## src/sv/slrp_pkg.sv

```systemverilog
`default_nettype none

package slrp_pkg;

  typedef enum logic [1:0] {
    OpStamp   = 2'd0,
    OpClimate = 2'd1,
    OpSetting = 2'd2,
    OpBattery = 2'd3
  } op_e;

  localparam logic [3:0] StampTag        = 4'hE;
  localparam logic [1:0] ClimateTag      = 2'b00;
  localparam logic [1:0] SettingTag      = 2'b01;
  localparam logic [3:0] BatteryCodeInit = 4'd12;

  typedef struct packed {
    logic        two_recs;
    logic [31:0] stamp_word;
    logic [31:0] data_word;
  } entry_t;

  typedef struct packed {
    logic   valid;
    entry_t entry;
  } q_head_t;

endpackage

`default_nettype wire

```

## src/sv/slrp_ifs.sv

```systemverilog
`default_nettype none

interface slrp_evt_if;
  logic        valid;
  logic        ready;
  logic [1:0]  operation;
  logic [31:0] now_seconds;
  logic [15:0] temp_raw;
  logic [15:0] humidity_raw;
  logic        occupied;
  logic [6:0]  bottom_heat;
  logic [6:0]  back_heat;
  logic [6:0]  bottom_cool;
  logic [6:0]  back_cool;
  logic [15:0] battery_mv;
  logic        battery_good;

  modport source (
    output valid, operation, now_seconds, temp_raw, humidity_raw, occupied,
           bottom_heat, back_heat, bottom_cool, back_cool, battery_mv, battery_good,
    input  ready
  );
  modport sink (
    input  valid, operation, now_seconds, temp_raw, humidity_raw, occupied,
           bottom_heat, back_heat, bottom_cool, back_cool, battery_mv, battery_good,
    output ready
  );
endinterface

interface slrp_rec_if;
  logic        valid;
  logic        ready;
  logic [31:0] record_word;
  logic        last_record;

  modport source (output valid, record_word, last_record, input ready);
  modport sink (input valid, record_word, last_record, output ready);
endinterface

interface slrp_cfg_if;
  logic       valid;
  logic       ready;
  logic [3:0] battery_type_code;

  modport source (output valid, battery_type_code, input ready);
  modport sink (input valid, battery_type_code, output ready);
endinterface

`default_nettype wire

```

## src/sv/slrp_front.sv

```systemverilog
`default_nettype none

module slrp_front (
  input  logic               clk_i,
  input  logic               rst_ni,
  slrp_evt_if.sink           evt_i,
  slrp_cfg_if.sink           cfg_i,
  input  logic               q_ready_i,
  output logic               push_o,
  output slrp_pkg::entry_t   entry_o
);

  logic [31:0]      last_q, last_d;
  logic [3:0]       code_q, code_d;
  logic [31:0]      elapsed;
  logic             over;
  logic [10:0]      el_w;
  logic [13:0]      temp;
  logic [11:0]      hum;
  slrp_pkg::op_e    op;

  assign cfg_i.ready = 1'b1;
  assign evt_i.ready = q_ready_i;
  assign push_o      = evt_i.valid && q_ready_i;

  assign op      = slrp_pkg::op_e'(evt_i.operation);
  assign elapsed = evt_i.now_seconds - last_q;
  assign temp    = evt_i.temp_raw[15:2];
  assign hum     = evt_i.humidity_raw[15:4];

  always_comb begin
    unique case (op)
      slrp_pkg::OpStamp:   over = 1'b0;
      slrp_pkg::OpClimate: over = |elapsed[31:3];
      slrp_pkg::OpSetting: over = |elapsed[31:2];
      slrp_pkg::OpBattery: over = |elapsed[31:11];
      default:             over = 1'b0;
    endcase
  end

  assign el_w = over ? 11'd0 : elapsed[10:0];

  always_comb begin
    entry_o.two_recs   = over;
    entry_o.stamp_word = {slrp_pkg::StampTag, evt_i.now_seconds[27:0]};
    unique case (op)
      slrp_pkg::OpStamp:   entry_o.data_word = {slrp_pkg::StampTag, evt_i.now_seconds[27:0]};
      slrp_pkg::OpClimate: entry_o.data_word = {slrp_pkg::ClimateTag, el_w[2:0],
                                                evt_i.occupied, hum, temp};
      slrp_pkg::OpSetting: entry_o.data_word = {slrp_pkg::SettingTag, el_w[1:0],
                                                evt_i.bottom_heat, evt_i.back_heat,
                                                evt_i.bottom_cool, evt_i.back_cool};
      slrp_pkg::OpBattery: entry_o.data_word = {code_q, evt_i.battery_good, el_w,
                                                evt_i.battery_mv};
      default:             entry_o.data_word = '0;
    endcase
  end

  // kept time lands on now_seconds after every event kind
  assign last_d = push_o ? evt_i.now_seconds : last_q;
  assign code_d = (cfg_i.valid && cfg_i.ready) ? cfg_i.battery_type_code : code_q;

  always_ff @(posedge clk_i or negedge rst_ni) begin
    if (!rst_ni) begin
      last_q <= '0;
      code_q <= slrp_pkg::BatteryCodeInit;
    end else begin
      last_q <= last_d;
      code_q <= code_d;
    end
  end

endmodule

`default_nettype wire

```

## src/sv/slrp_queue.sv

```systemverilog
`default_nettype none

module slrp_queue #(
  parameter int Depth = 2
) (
  input  logic               clk_i,
  input  logic               rst_ni,
  input  logic               push_i,
  input  slrp_pkg::entry_t   entry_i,
  output logic               ready_o,
  input  logic               pop_i,
  output slrp_pkg::q_head_t  head_o
);

  localparam int PtrW = (Depth > 1) ? $clog2(Depth) : 1;
  localparam int CntW = $clog2(Depth + 1);

  slrp_pkg::entry_t  mem_q [Depth];
  logic [PtrW-1:0]   wr_q, wr_d, rd_q, rd_d;
  logic [CntW-1:0]   cnt_q, cnt_d;
  logic              do_pop;

  assign ready_o      = (cnt_q != CntW'(Depth));
  assign head_o.valid = (cnt_q != '0);
  assign head_o.entry = mem_q[rd_q];
  assign do_pop       = pop_i && head_o.valid;

  always_comb begin
    wr_d  = wr_q;
    rd_d  = rd_q;
    cnt_d = cnt_q;
    if (push_i) begin
      wr_d = (wr_q == PtrW'(Depth - 1)) ? '0 : wr_q + 1'b1;
    end
    if (do_pop) begin
      rd_d = (rd_q == PtrW'(Depth - 1)) ? '0 : rd_q + 1'b1;
    end
    if (push_i && !do_pop) begin
      cnt_d = cnt_q + 1'b1;
    end else if (!push_i && do_pop) begin
      cnt_d = cnt_q - 1'b1;
    end
  end

  always_ff @(posedge clk_i) begin
    if (push_i) begin
      mem_q[wr_q] <= entry_i;
    end
  end

  always_ff @(posedge clk_i or negedge rst_ni) begin
    if (!rst_ni) begin
      wr_q  <= '0;
      rd_q  <= '0;
      cnt_q <= '0;
    end else begin
      wr_q  <= wr_d;
      rd_q  <= rd_d;
      cnt_q <= cnt_d;
    end
  end

`ifndef SYNTHESIS
  a_no_overflow: assert property (@(posedge clk_i) disable iff (!rst_ni)
    !(push_i && !ready_o))
    else $error("queue push while full");
  a_cnt_bound: assert property (@(posedge clk_i) disable iff (!rst_ni)
    cnt_q <= CntW'(Depth))
    else $error("queue count beyond depth");
`endif

endmodule

`default_nettype wire

```

## src/sv/slrp_back.sv

```systemverilog
`default_nettype none

module slrp_back (
  input  logic               clk_i,
  input  logic               rst_ni,
  input  slrp_pkg::q_head_t  head_i,
  output logic               pop_o,
  slrp_rec_if.source         rec_o
);

  logic        out_valid_q, out_valid_d;
  logic [31:0] out_word_q, out_word_d;
  logic        out_last_q, out_last_d;
  logic        pend_valid_q, pend_valid_d;
  logic [31:0] pend_word_q, pend_word_d;
  logic        load;

  assign load  = !out_valid_q || rec_o.ready;
  assign pop_o = load && !pend_valid_q && head_i.valid;

  always_comb begin
    out_valid_d  = out_valid_q;
    out_word_d   = out_word_q;
    out_last_d   = out_last_q;
    pend_valid_d = pend_valid_q;
    pend_word_d  = pend_word_q;
    if (load) begin
      if (pend_valid_q) begin
        out_valid_d  = 1'b1;
        out_word_d   = pend_word_q;
        out_last_d   = 1'b1;
        pend_valid_d = 1'b0;
      end else if (head_i.valid) begin
        out_valid_d = 1'b1;
        if (head_i.entry.two_recs) begin
          out_word_d   = head_i.entry.stamp_word;
          out_last_d   = 1'b0;
          pend_valid_d = 1'b1;
          pend_word_d  = head_i.entry.data_word;
        end else begin
          out_word_d = head_i.entry.data_word;
          out_last_d = 1'b1;
        end
      end else begin
        out_valid_d = 1'b0;
      end
    end
  end

  always_ff @(posedge clk_i or negedge rst_ni) begin
    if (!rst_ni) begin
      out_valid_q  <= 1'b0;
      pend_valid_q <= 1'b0;
    end else begin
      out_valid_q  <= out_valid_d;
      pend_valid_q <= pend_valid_d;
    end
  end

  always_ff @(posedge clk_i) begin
    out_word_q  <= out_word_d;
    out_last_q  <= out_last_d;
    pend_word_q <= pend_word_d;
  end

  assign rec_o.valid       = out_valid_q;
  assign rec_o.record_word = out_word_q;
  assign rec_o.last_record = out_last_q;

`ifndef SYNTHESIS
  a_pend_behind_stamp: assert property (@(posedge clk_i) disable iff (!rst_ni)
    pend_valid_q |-> (out_valid_q && !out_last_q))
    else $error("pending record without a leading stamp record");
  a_second_follows: assert property (@(posedge clk_i) disable iff (!rst_ni)
    (out_valid_q && rec_o.ready && !out_last_q) |=> (out_valid_q && out_last_q))
    else $error("data record did not follow its stamp record");
`endif

endmodule

`default_nettype wire

```

## src/sv/sensor_log_record_packer_core.sv

```systemverilog
`default_nettype none

// channel  | dir | handshake     | payload
// evt_i    | in  | valid / ready | operation, now_seconds, sensor and setting fields
// rec_o    | out | valid / ready | record_word, last_record
// cfg_i    | in  | valid / ready | battery_type_code
//
// One event enters per cycle while the front queue has room.
// Each event yields one or two records; the output register moves one per cycle
// while rec_o.ready is high, and a leading timestamp record goes before its data.
// Reset clears the kept time to zero and the battery type code to 12.
// A stalled output fills the queue; evt_i.ready drops once it holds QueueDepth events.

module sensor_log_record_packer_core #(
  parameter int QueueDepth = 2
) (
  input  logic        clk_i,
  input  logic        rst_ni,
  slrp_evt_if.sink    evt_i,
  slrp_cfg_if.sink    cfg_i,
  slrp_rec_if.source  rec_o
);

  logic               push;
  logic               q_ready;
  logic               pop;
  slrp_pkg::entry_t   entry;
  slrp_pkg::q_head_t  head;

  slrp_front u_front (
    .clk_i     (clk_i),
    .rst_ni    (rst_ni),
    .evt_i     (evt_i),
    .cfg_i     (cfg_i),
    .q_ready_i (q_ready),
    .push_o    (push),
    .entry_o   (entry)
  );

  slrp_queue #(
    .Depth (QueueDepth)
  ) u_queue (
    .clk_i   (clk_i),
    .rst_ni  (rst_ni),
    .push_i  (push),
    .entry_i (entry),
    .ready_o (q_ready),
    .pop_i   (pop),
    .head_o  (head)
  );

  slrp_back u_back (
    .clk_i  (clk_i),
    .rst_ni (rst_ni),
    .head_i (head),
    .pop_o  (pop),
    .rec_o  (rec_o)
  );

endmodule

`default_nettype wire

```

## src/flat_wrapper.sv

```systemverilog
// flat-port wrapper written by rule: the top's interface ports become plain ports
module sensor_log_record_packer_core_flat 
#(
  parameter int QueueDepth = 2
)
  (clk_i, rst_ni, evt_i_valid, evt_i_operation, evt_i_now_seconds, evt_i_temp_raw, evt_i_humidity_raw, evt_i_occupied, evt_i_bottom_heat, evt_i_back_heat, evt_i_bottom_cool, evt_i_back_cool, evt_i_battery_mv, evt_i_battery_good, evt_i_ready, cfg_i_valid, cfg_i_battery_type_code, cfg_i_ready, rec_o_valid, rec_o_record_word, rec_o_last_record, rec_o_ready);
  slrp_evt_if evt_i_i ();
  slrp_cfg_if cfg_i_i ();
  slrp_rec_if rec_o_i ();
  input  logic clk_i;
  input  logic rst_ni;
  input wire logic [$bits(evt_i_i.valid)-1:0] evt_i_valid;
  input wire logic [$bits(evt_i_i.operation)-1:0] evt_i_operation;
  input wire logic [$bits(evt_i_i.now_seconds)-1:0] evt_i_now_seconds;
  input wire logic [$bits(evt_i_i.temp_raw)-1:0] evt_i_temp_raw;
  input wire logic [$bits(evt_i_i.humidity_raw)-1:0] evt_i_humidity_raw;
  input wire logic [$bits(evt_i_i.occupied)-1:0] evt_i_occupied;
  input wire logic [$bits(evt_i_i.bottom_heat)-1:0] evt_i_bottom_heat;
  input wire logic [$bits(evt_i_i.back_heat)-1:0] evt_i_back_heat;
  input wire logic [$bits(evt_i_i.bottom_cool)-1:0] evt_i_bottom_cool;
  input wire logic [$bits(evt_i_i.back_cool)-1:0] evt_i_back_cool;
  input wire logic [$bits(evt_i_i.battery_mv)-1:0] evt_i_battery_mv;
  input wire logic [$bits(evt_i_i.battery_good)-1:0] evt_i_battery_good;
  output wire logic [$bits(evt_i_i.ready)-1:0] evt_i_ready;
  input wire logic [$bits(cfg_i_i.valid)-1:0] cfg_i_valid;
  input wire logic [$bits(cfg_i_i.battery_type_code)-1:0] cfg_i_battery_type_code;
  output wire logic [$bits(cfg_i_i.ready)-1:0] cfg_i_ready;
  output wire logic [$bits(rec_o_i.valid)-1:0] rec_o_valid;
  output wire logic [$bits(rec_o_i.record_word)-1:0] rec_o_record_word;
  output wire logic [$bits(rec_o_i.last_record)-1:0] rec_o_last_record;
  input wire logic [$bits(rec_o_i.ready)-1:0] rec_o_ready;
  assign evt_i_i.valid = evt_i_valid;
  assign evt_i_i.operation = evt_i_operation;
  assign evt_i_i.now_seconds = evt_i_now_seconds;
  assign evt_i_i.temp_raw = evt_i_temp_raw;
  assign evt_i_i.humidity_raw = evt_i_humidity_raw;
  assign evt_i_i.occupied = evt_i_occupied;
  assign evt_i_i.bottom_heat = evt_i_bottom_heat;
  assign evt_i_i.back_heat = evt_i_back_heat;
  assign evt_i_i.bottom_cool = evt_i_bottom_cool;
  assign evt_i_i.back_cool = evt_i_back_cool;
  assign evt_i_i.battery_mv = evt_i_battery_mv;
  assign evt_i_i.battery_good = evt_i_battery_good;
  assign evt_i_ready = evt_i_i.ready;
  assign cfg_i_i.valid = cfg_i_valid;
  assign cfg_i_i.battery_type_code = cfg_i_battery_type_code;
  assign cfg_i_ready = cfg_i_i.ready;
  assign rec_o_valid = rec_o_i.valid;
  assign rec_o_record_word = rec_o_i.record_word;
  assign rec_o_last_record = rec_o_i.last_record;
  assign rec_o_i.ready = rec_o_ready;
  sensor_log_record_packer_core #(.QueueDepth(QueueDepth)) u_core (.clk_i(clk_i), .rst_ni(rst_ni), .evt_i(evt_i_i), .cfg_i(cfg_i_i), .rec_o(rec_o_i));
endmodule
```

## config.mk

```make
export PLATFORM = sky130hd
export DESIGN_NAME = sensor_log_record_packer_core_flat
export DESIGN_NICKNAME = d
export VERILOG_FILES = /design/src/sv/slrp_pkg.sv /design/src/sv/slrp_ifs.sv /design/src/sv/slrp_front.sv /design/src/sv/slrp_queue.sv /design/src/sv/slrp_back.sv /design/src/sv/sensor_log_record_packer_core.sv /design/src/flat_wrapper.sv
export SDC_FILE = /design/constraint.sdc
export NUM_CORES = 1
export LEC_CHECK = 0
export BUFFER_PORTS_ARGS = -buffer_cell sky130_fd_sc_hd__buf_4
export CORE_MARGIN = 2
export CORE_UTILIZATION = 63
export DETAILED_ROUTE_END_ITERATION = 10
export GPL_ROUTABILITY_DRIVEN = 0
export HOLD_SLACK_MARGIN = 0.06
export PLACE_DENSITY_LB_ADDON = 0.25
export SETUP_SLACK_MARGIN = 0.15
export SYNTH_ARGS = -nofsm -noshare
export SYNTH_HDL_FRONTEND = slang
export SYNTH_SLANG_ARGS = --single-unit
```

## constraint.sdc

```tcl
create_clock -name clk_i -period 7.83 [get_ports clk_i]
set_clock_uncertainty 0.2 [all_clocks]
set_input_delay 0.783 -clock clk_i [delete_from_list [all_inputs] [get_ports clk_i]]
set_output_delay 0.783 -clock clk_i [all_outputs]
set_load 0.005 [all_outputs]
```

[Word-level counts from Yosys, hierarchy flattened]
Memories as Yosys holds them, arrays and structs flattened.
Cells that the tools add are included.
Storage, ports and cells
  logic and storage cells: 60
  register bits: 107
  output and inout bits: 36
  RAM bits: 122
  input port bits: 121
  memories: 1
Memories
  u_core.u_queue.mem_q: depth 2, bits a word 61, read ports 1, clocked after memory_dff 0, wr ports 1, RTL line slrp_queue.sv:18  | slrp_pkg::entry_t mem_q [Depth];
Operators by class
  $add $sub $neg: 5
  bitwise operators: 1
  reduce and logical (&&, ||, !) cells: 20
  muxes and demuxes: 19
  equal/unequal tests: 4
Operators with widths (number)
  one-hot mux 32 bit (4 select lines): 1
  two-way mux 32 bit: 3
  subtractor 32 bit: 1
  OR reduction 30 bit: 1
  OR reduction 29 bit: 1
  OR reduction 21 bit: 1
  two-way mux 1 bit: 11
  two-way mux 11 bit: 1
  logical AND 1 bit: 6
  nonzero test 2 bit: 3
  == test 2 bit (second input constant): 2
  logical NOT 1 bit: 4
  two-way mux 2 bit: 2
  one-hot mux 1 bit (4 select lines): 1
  AND reduction 4 bit: 1
  adder 1 bit (second input constant): 2
  adder 2 x 1 -> 2 bit (second input constant): 1
  == test 2 x 1 -> 1 bit (second input constant): 1
  logical NOT 2 bit: 1
  != test 2 bit (second input constant): 1
  AND reduction 2 bit: 1
  subtractor 2 x 1 -> 2 bit (second input constant): 1
  logical OR 1 bit: 1
  NOT 1 bit: 1

[Logic depth before layout (Yosys ltp)]
Gate-level depths: netlist of the first run.
  depth in word-level cells: 8
  gate-level depth with buffers: 12
  gate-level depth less buffers: 12

[By module]
From an unflattened synthesis of the first run, not the netlist that was laid out.
Second synthesis, totals
  cells, all modules: 995
  area total of the unflattened synthesis: 12525.8 µm²
By module, submodules not included
  slrp_queue: cells an instance 218, instances 1, seq. area each 4003.8 µm², area each 5041.1 µm²
  slrp_front: cells an instance 592, instances 1, seq. area each 903.4 µm², area each 4695.8 µm²
  slrp_back: cells an instance 185, instances 1, seq. area each 2001.9 µm², area each 2788.9 µm²

[Least setup slack after synthesis of the first run]
Ideal clock, no wire load.
  path type: input to register
  start point: input evt_i_valid
  end point: memory u_core.u_queue.mem_q[0][0] (netlist bit) (enable)
  stages: 2
  path slack: 3643 ps
  arrival: 3506 ps
  setup time: 480 ps
  required time: 7150 ps
  buffers on the path: 0
  cells stage by stage: nand2_1 nor2_1
On the way
  word-level cells in the longest chain between the ends: 3
RTL lines
  start, declared: RTL line flat_wrapper.sv:12  | input wire logic [$bits(evt_i_i.valid)-1:0] evt_i_valid;
  logical AND 1 bit: RTL line slrp_front.sv:24  | assign push_o = evt_i.valid && q_ready_i;
  two-way mux 1 bit: RTL line slrp_queue.sv:46  | if (push_i) begin
  two-way mux 1 bit (not written as such): RTL line slrp_queue.sv:47  | mem_q[wr_q] <= entry_i;
  end, declared: RTL line slrp_queue.sv:18
Every way passes these cells.

==> results of run 1 <==
critical path: stages:
cell and delay [ps]:
buf_4 140, ha_1 460, a21o_1 280, a21boi_1 440
nor2_1 130, o31ai_1 440, a21oi_1 160, a2111o_1 460
nor4_4 510, nand4_2 360, o21ai_1 330
worst min path at each step:
stage	start	endpoint	slack [ps]
2_1_floorplan	u_core.u_front.last_q[0]	u_core.u_front.last_q[0]	250
3_3_place_gp	u_core.u_front.last_q[0]	u_core.u_front.last_q[0]	270
3_5_place_dp	u_core.u_front.last_q[0]	u_core.u_front.last_q[0]	280
4_1_cts	rst_ni	u_core.u_front.last_q[15]	120
5_1_grt	rst_ni	u_core.u_front.last_q[6]	150
6_report	rst_ni	u_core.u_front.last_q[23]	110
flip-flops by register name, summed over array words and instances (netlist names):
| register | count |
|---|---|
| u_core.u_queue.mem_q | 122 |
| u_core.u_back.pend_valid_q | 1 |
| u_core.u_queue.wr_q | 1 |
| u_core.u_front.code_q | 4 |
| u_core.u_back.rec_o.record_word | 32 |
| u_core.u_back.pend_word_q | 32 |
| u_core.u_back.rec_o.valid | 1 |
| u_core.u_back.rec_o.last_record | 1 |
| u_core.u_queue.rd_q | 1 |
| u_core.u_front.last_q | 32 |
| u_core.u_queue.cnt_q | 2 |
per-layer routing:
layer	track usage [%]	wire length, um	share of wire (%)	vias to the layer above
li1	-	-	-	3971
met1	37.2	10800	39	4128
met2	49.2	14000	50	422
met3	5.95	2500	8.9	70
met4	7.89	666	2.4	0
met5	0	0	0	-
cells by family (layout without fill, tap and decap cells):
| kind of cell | count (synthesis) | in the layout | synth area share [%] |
|---|---|---|---|
| and+or+nand+nor | 253 | 253 | 9.93 |
| other | 1 | 1 | 0.0323 |
| muxes | 91 | 91 | 9.98 |
| xor gates and xnor gates | 17 | 17 | 1.28 |
| AOI/OAI and AO/OA | 270 | 270 | 14.1 |
| DFF | 229 | 229 | 57.5 |
| adders and majority gates | 33 | 33 | 3.62 |
| buffers and inverters | 101 | 250 | 3.56 |
stage by stage:
| step | instance area (sq um) | power (mW) |
|---|---|---|
| after detailed placement | 12900 | 4.05 |
| final | 13600 | 5.16 |
| after global placement | 12900 | 3.98 |
| after CTS | 13600 | 5.14 |
| after floorplan | 11600 | 3.43 |
| after global routing | 13600 | 5.45 |
final cells by class:
type	count	share of cell area, %
well taps	229	2.10
clock inverters	11	0.468
flip-flops and latches	229	49.0
inverters	50	1.38
multi-input cells	665	33.5
repair buffers	156	8.59
clock buffers	33	5.03
where the power goes:
| part | internal (mW) | switching, mW | total (mW) |
|---|---|---|---|
| clock network | 0.616 | 0.458 | 1.07 |
| registers | 1.83 | 0.110 | 1.94 |
| logic | 0.826 | 1.31 | 2.14 |
synthesized netlist by cell type, types with 3 or more instances:
| library cell | instances |
|---|---|
| mux2i_1 | 37 |
| xor2_1 | 8 |
| a21o_1 | 11 |
| buf_1 | 8 |
| o21ai_0 | 77 |
| edfxtp_1 | 187 |
| a21oi_1 | 89 |
| a211o_1 | 4 |
| nand2_1 | 108 |
| nor3_1 | 10 |
| xnor2_1 | 9 |
| o31ai_1 | 4 |
| nand4_1 | 10 |
| and3_1 | 5 |
| or2_2 | 3 |
| a41oi_1 | 5 |
| a211oi_1 | 4 |
| clkbuf_1 | 30 |
| mux4_2 | 16 |
| ha_1 | 32 |
| o21a_1 | 9 |
| inv_1 | 50 |
| o211ai_1 | 8 |
| a21boi_1 | 4 |
| nand2b_1 | 4 |
| o22ai_1 | 7 |
| nor2b_1 | 3 |
| and2_1 | 6 |
| mux2_2 | 38 |
| nor2_1 | 72 |
| o21ai_1 | 11 |
| dfrtp_1 | 40 |
| nand3_1 | 13 |
| buf_2 | 9 |
| a2bb2oi_1 | 7 |
| a2111oi_0 | 3 |
| or3_1 | 7 |
| a31oi_1 | 5 |
==> summary.txt, run 1 <==
Die
  • IO Count: 157
  • Starting Density: 64.4%
  • Die X: 140 um
  • Die ar.: 19500 sq um
  • Die height: 140 um
  • Core box area: 18000 sq um
  • Rows: 49

Timing
  • Final Hold Fails: 0
  • Max Clk Rate: 228 MHz
  • Slew Viols, Final: 0
  • Setup WS post-layout: 3440 ps
  • RSZ-0062 raised after global routing: no
  • Rel. slew slack: 29.1%
  • Setup TNS: 0 ps
  • Number of setup violations in the final report: 0
  • Worst slew pin tran: 1060 ps
  • Crit path time final: 4390 ps
  • Fin Hold WS: 112 ps
  • Crit share post-route: 56.1%

Detailed routing
  • Post-route antenna net violation count: 0
  • Via Count: 8591
  • Via-per-instance ratio: 6.26
  • Initial drt markers: 843
  • Remaining DRCs: 0
  • DRT Pass-1 Iters: 7
  • Drt total wl: 28.0 mm
  • DR WL/cell: 20.4 um

Placed design
  • PortBufs: 149
  • Cell count after placement: 1329
  • Post-DP HPWL: 18.6 mm
  • Pre-CTS WS: 3080 ps

Setup path
  • Register-to-register setup slack: 3510 ps
  • Crit path from: evt_i_now_seconds[6]
  • Crit start category: input port
  • Worst-path maximum fanout: 13
  • Worst Setup EP: u_core.u_queue.mem_q[0][16]
  • Worst setup EP type: register
  • Worst path required time: 7940 ps
  • Setup CP Type: input port to register
  • Worst R2R Start: u_core.u_front.last_q[6]
  • Reg2Reg Depth: 11
  • Reg2reg end: u_core.u_queue.mem_q[0][16]
  • Worst Path Arrival: 4500 ps

Clock tree
  • Hold-fix buffers, CTS: 0
  • CTS Buffer Depth: 3
  • Worst-Skew Late Latency: 510 ps
  • Sink Count: 229
  • Clk slew on worst S/H paths: 70 ps
  • CTS Buf Count: 24
  • CTS tree: yes
  • Post-CTS Setup Bufs: 0
  • H-tree depth: 1
  • Post-CTS sizing: 0
  • CTS root buf: clkbuf_16

Synthesis
  • Average size of a mapped cell: 11.7 sq um
  • Area contributors post-synth: edfxtp_1, dfrtp_1, a21oi_1
  • Gate count of the mapped netlist: 995
  • Sequential cell area fraction in the yosys report: 57.5%
  • Seq cells post-synth: 229
  • Asr flop ratio synth: 18.3%
  • Yosys top cell by area: edfxtp_1
  • Yosys top cell area share: 48.4%
  • Top_reg_cell synth: edfxtp_1
  • Syn. warnings: 0
  • Post-synth EDFFs: 187
  • Post-Synthesis Cell Area: 11600 sq um
  • Synth cell types: 72
  • Syn Nets: 1149

Finish
  • Utilization after layout: 75.6%
  • Storage element area: 6670 sq um
  • Fill count: 1172
  • Antenna diodes: 0
  • Layout cells sized above 1: 23.5%
  • Synthesis-to-finish area growth: 17.4%
  • # nets final: 1280
  • Area of the multi-input gates: 4560 sq um
  • Fin cells: 1373
  • Most frequent cells in the layout: edfxtp_1, buf_4, nand2_1, a21oi_1, o21ai_0
  • Commonest non-fill, non-tap cell in the layout: edfxtp_1

Global route
  • Total track usage: 28.6%
  • Vias in the first global route: 8621
  • First-pass GRT wire length: 44.4 mm
  • Antenna violations before repair: 0
  • Largest net degree at the start of global routing: 69
  • GRT Residual Overflow: 0

Job
  • Max capacitance violation total: 0

Hold path
  • HP Class: input port to async pin

Power and ir drop
  • PwrDens: 378 nW/um^2
  • Peak VDD IR: 492 uV
  • Leakage power: 5.36 nW

Run status
  • Outcome: complete, no violations
(Power assumes the default switching activity.)
==> run 2, diff against run 1 <==
--- a/config.mk
+++ b/config.mk
@@ -7,7 +7,7 @@
 export LEC_CHECK = 0
 export BUFFER_PORTS_ARGS = -buffer_cell sky130_fd_sc_hd__buf_4
 export CORE_MARGIN = 2
-export CORE_UTILIZATION = 63
+export CORE_UTILIZATION = 58
 export DETAILED_ROUTE_END_ITERATION = 10
 export GPL_ROUTABILITY_DRIVEN = 0
 export HOLD_SLACK_MARGIN = 0.06
==> constraint.sdc (replaced) <==
create_clock -name clk_i -period 4.29 [get_ports clk_i]
set_clock_uncertainty 0.2 [all_clocks]
set_input_delay 0.429 -clock clk_i [delete_from_list [all_inputs] [get_ports clk_i]]
set_output_delay 0.429 -clock clk_i [all_outputs]
set_load 0.005 [all_outputs]
==> run 2 against run 1 <==
  * Via count up 0.87%
  * Non-clock buffer count up 67
  * Sequential power up 85%
  * Critical endpoint is now u_core.u_queue.mem_q[1][23]
  * Highest routed layer unchanged
==> summary.txt, run 2 (synthesis results as in run 1) <==
Run status
  • Outcome: complete, no violations (unchanged)

Global route
  • First-pass GRT wire length: 45.2 mm (was 44.4 mm)
  • GR Util met1: 36.0% (was 37.2%)
  • GRT Residual Overflow: 0 (unchanged)
  • Met2 Usage GRT: 46.3% (was 49.2%)
  • Total track usage: 27.0% (was 28.6%)
  • Met3 GRT Util: 3.67% (was 5.95%)
  • Antenna violations before repair: 0 (unchanged)
  • Layer with the highest usage: met2 (unchanged)
  • Largest net degree at the start of global routing: 63 (was 69)
  • Vias in the first global route: 8577 (was 8621)

Setup path
  • Crit start category: input port (unchanged)
  • Register-to-register setup slack: 460 ps (was 3510 ps)
  • Worst path required time: 4410 ps (was 7940 ps)
  • Worst setup EP type: register (unchanged)
  • Setup CP Type: input port to register (unchanged)
  • Worst-path maximum fanout: 8 (was 13)
  • Worst R2R Start: u_core.u_front.last_q[0] (was u_core.u_front.last_q[6])
  • Reg2Reg Depth: 13 (was 11)
  • Reg2reg end: u_core.u_queue.mem_q[1][23] (was u_core.u_queue.mem_q[0][16])
  • Worst Path Arrival: 4170 ps (was 4500 ps)

Timing
  • Number of setup violations in the final report: 0 (unchanged)
  • Fin Hold WS: 109 ps (was 112 ps)
  • Crit share post-route: 94.2%
  • Max Clk Rate: 247 MHz
  • RSZ-0062 raised after global routing: no (unchanged)
  • Crit path time final: 4040 ps
  • Final Hold Fails: 0 (unchanged)
  • Setup TNS: 0 ps (unchanged)
  • Worst slew pin tran: 982 ps (was 1060 ps)
  • Slew Viols, Final: 0 (unchanged)
  • Rel. slew slack: 34.5% (was 29.1%)

Die
  • Starting Density: 59.4% (was 64.4%)
  • Die ar.: 21200 sq um (was 19500 sq um)
  • Die height: 145 um (was 140 um)
  • Die X: 145 um (was 140 um)
  • IO Count: 157 (unchanged)
  • Rows: 51 (was 49)
  • Core box area: 19500 sq um (was 18000 sq um)

Hold path
  • Hold path depth: 3
  • Min-delay src: evt_i_humidity_raw[6]
  • Hold Crit Endpoint: u_core.u_queue.mem_q[1][16]
  • HP Class: input port to register (was input port to async pin)

Clock tree
  • CTS Buffer Depth: 3 (unchanged)
  • CTS Buf Count: 24 (unchanged)
  • CTS tree: yes (unchanged)
  • Clk slew on worst S/H paths: 60 ps (was 70 ps)
  • Worst-Skew Late Latency: 520 ps (was 510 ps)
  • H-tree depth: 1 (unchanged)
  • Sink Count: 229 (unchanged)
  • CTS root buf: clkbuf_16 (unchanged)

Placed design
  • Post-DP HPWL: 18.9 mm (was 18.6 mm)
  • PortBufs: 149 (unchanged)

Detailed routing
  • Initial drt markers: 584 (was 843)
  • Via-per-instance ratio: 5.87 (was 6.26)
  • Post-route antenna net violation count: 0 (unchanged)
  • DRT Pass-1 Iters: 5 (was 7)
  • Remaining DRCs: 0 (unchanged)
  • Via Count: 8666 (was 8591)
  • Drt total wl: 28.6 mm (was 28.0 mm)
  • DR WL/cell: 19.4 um (was 20.4 um)

Power and ir drop
  • PwrDens: 666 nW/um^2 (was 378 nW/um^2)
  • Leakage power: 5.65 nW (was 5.36 nW)
  • Peak VDD IR: 447 uV (was 492 uV)

Finish
  • Synthesis-to-finish area growth: 23.4% (was 17.4%)
  • Commonest non-fill, non-tap cell in the layout: edfxtp_1 (unchanged)
  • Top reg by flops: u_core.u_queue.mem_q (unchanged)
  • Max reg flops: 122 (unchanged)
  • Antenna diodes: 0 (unchanged)
  • Layout cells sized above 1: 24.2% (was 23.5%)
  • Most frequent cells in the layout: edfxtp_1, buf_4, nand2_1, a21oi_1, o21ai_0 (unchanged)
  • # nets final: 1347 (was 1280)

Job
  • Max capacitance violation total: 0 (unchanged)
[run 2: cell types whose count changed in the layout (fill, tap and decap cells not counted), moves of 2 or more]
cell,change
dlygate4sd3_1,+46
buf_4,+20
clkbuf_1,+3
a21boi_1,-2
a21boi_2,+2
clkinv_2,-2
clkinv_4,+2
inv_6,-2
[run 2: worst max path at each step]
| stage | start | end | cells past startpoint |
|---|---|---|---|
| after floorplan | u_core.u_queue.cnt_q[0] | u_core.u_queue.mem_q[0][0] | 3 |
| after global placement | evt_i_now_seconds[25] | u_core.u_queue.mem_q[1][17] | 11 |
| after detailed placement | evt_i_now_seconds[0] | u_core.u_queue.mem_q[0][19] | 13 |
| after CTS | evt_i_now_seconds[19] | u_core.u_queue.mem_q[1][19] | 12 |
| after global routing | evt_i_now_seconds[23] | u_core.u_queue.mem_q[1][23] | 14 |
| final | evt_i_now_seconds[19] | u_core.u_queue.mem_q[1][23] | 14 |
[run 2: worst max-delay path, cell delays in order]
cell,delay [ps]
dlygate4sd3_1,530
buf_4,170
ha_1,410
a21oi_1,240
o21ai_1,150
a222oi_1,400
o311a_1,230
nand4_1,110
or4_4,560
nor4_4,210
buf_4,200
buf_4,130
a41oi_1,100
nor3_1,270
[run 2: report_power, final]
group	internal, mW	switching, mW	total [mW]	leakage (nW)
Combinational	1.64	2.39	4.03	3.04
Clock	1.09	0.837	1.93	0.355
Sequential	3.34	0.237	3.58	2.26
[run 2: metal layers]
layer / vias to the layer above / part of all wire [%]
met2: 352 / 49
met1: 4140 / 41
met5: - / 0
li1: 4106 / -
met4: 0 / 3.2
met3: 68 / 6.4
[run 2: layout make-up]
type	instances	area, sq um
sequential	229	6670
fill	1359	5200
multi-input combinational	665	4590
timing repair buffer	223	1800
clock buffer	35	672
tap	265	332
inverter	50	188
clock inverter	9	67.6
[run 2: repair_timing]
item / CTS / global route
resized for setup: 0 / 7
setup endpoints to repair: 0 / 30
hold endpoints to repair: 138 / 0
hold buffers: 46 / 0
buffers inserted: 0 / 1
[run 2: metrics by stage]
stage / utilization (%) / worst slack (ps) / total power, mW / instances / cell area (sq um)
finish: 73.3 / 248 / 9.54 / 1476 / 14300
global route: 73.3 / 111 / 10.1 / 1476 / 14300
CTS: 73.2 / 166 / 9.50 / 1475 / 14300
detailed placement: 67.0 / 148 / 7.52 / 1385 / 13100
global placement: 67.0 / 217 / 7.41 / 1385 / 13100
floorplan: - / 298 / 6.26 / 995 / 11600
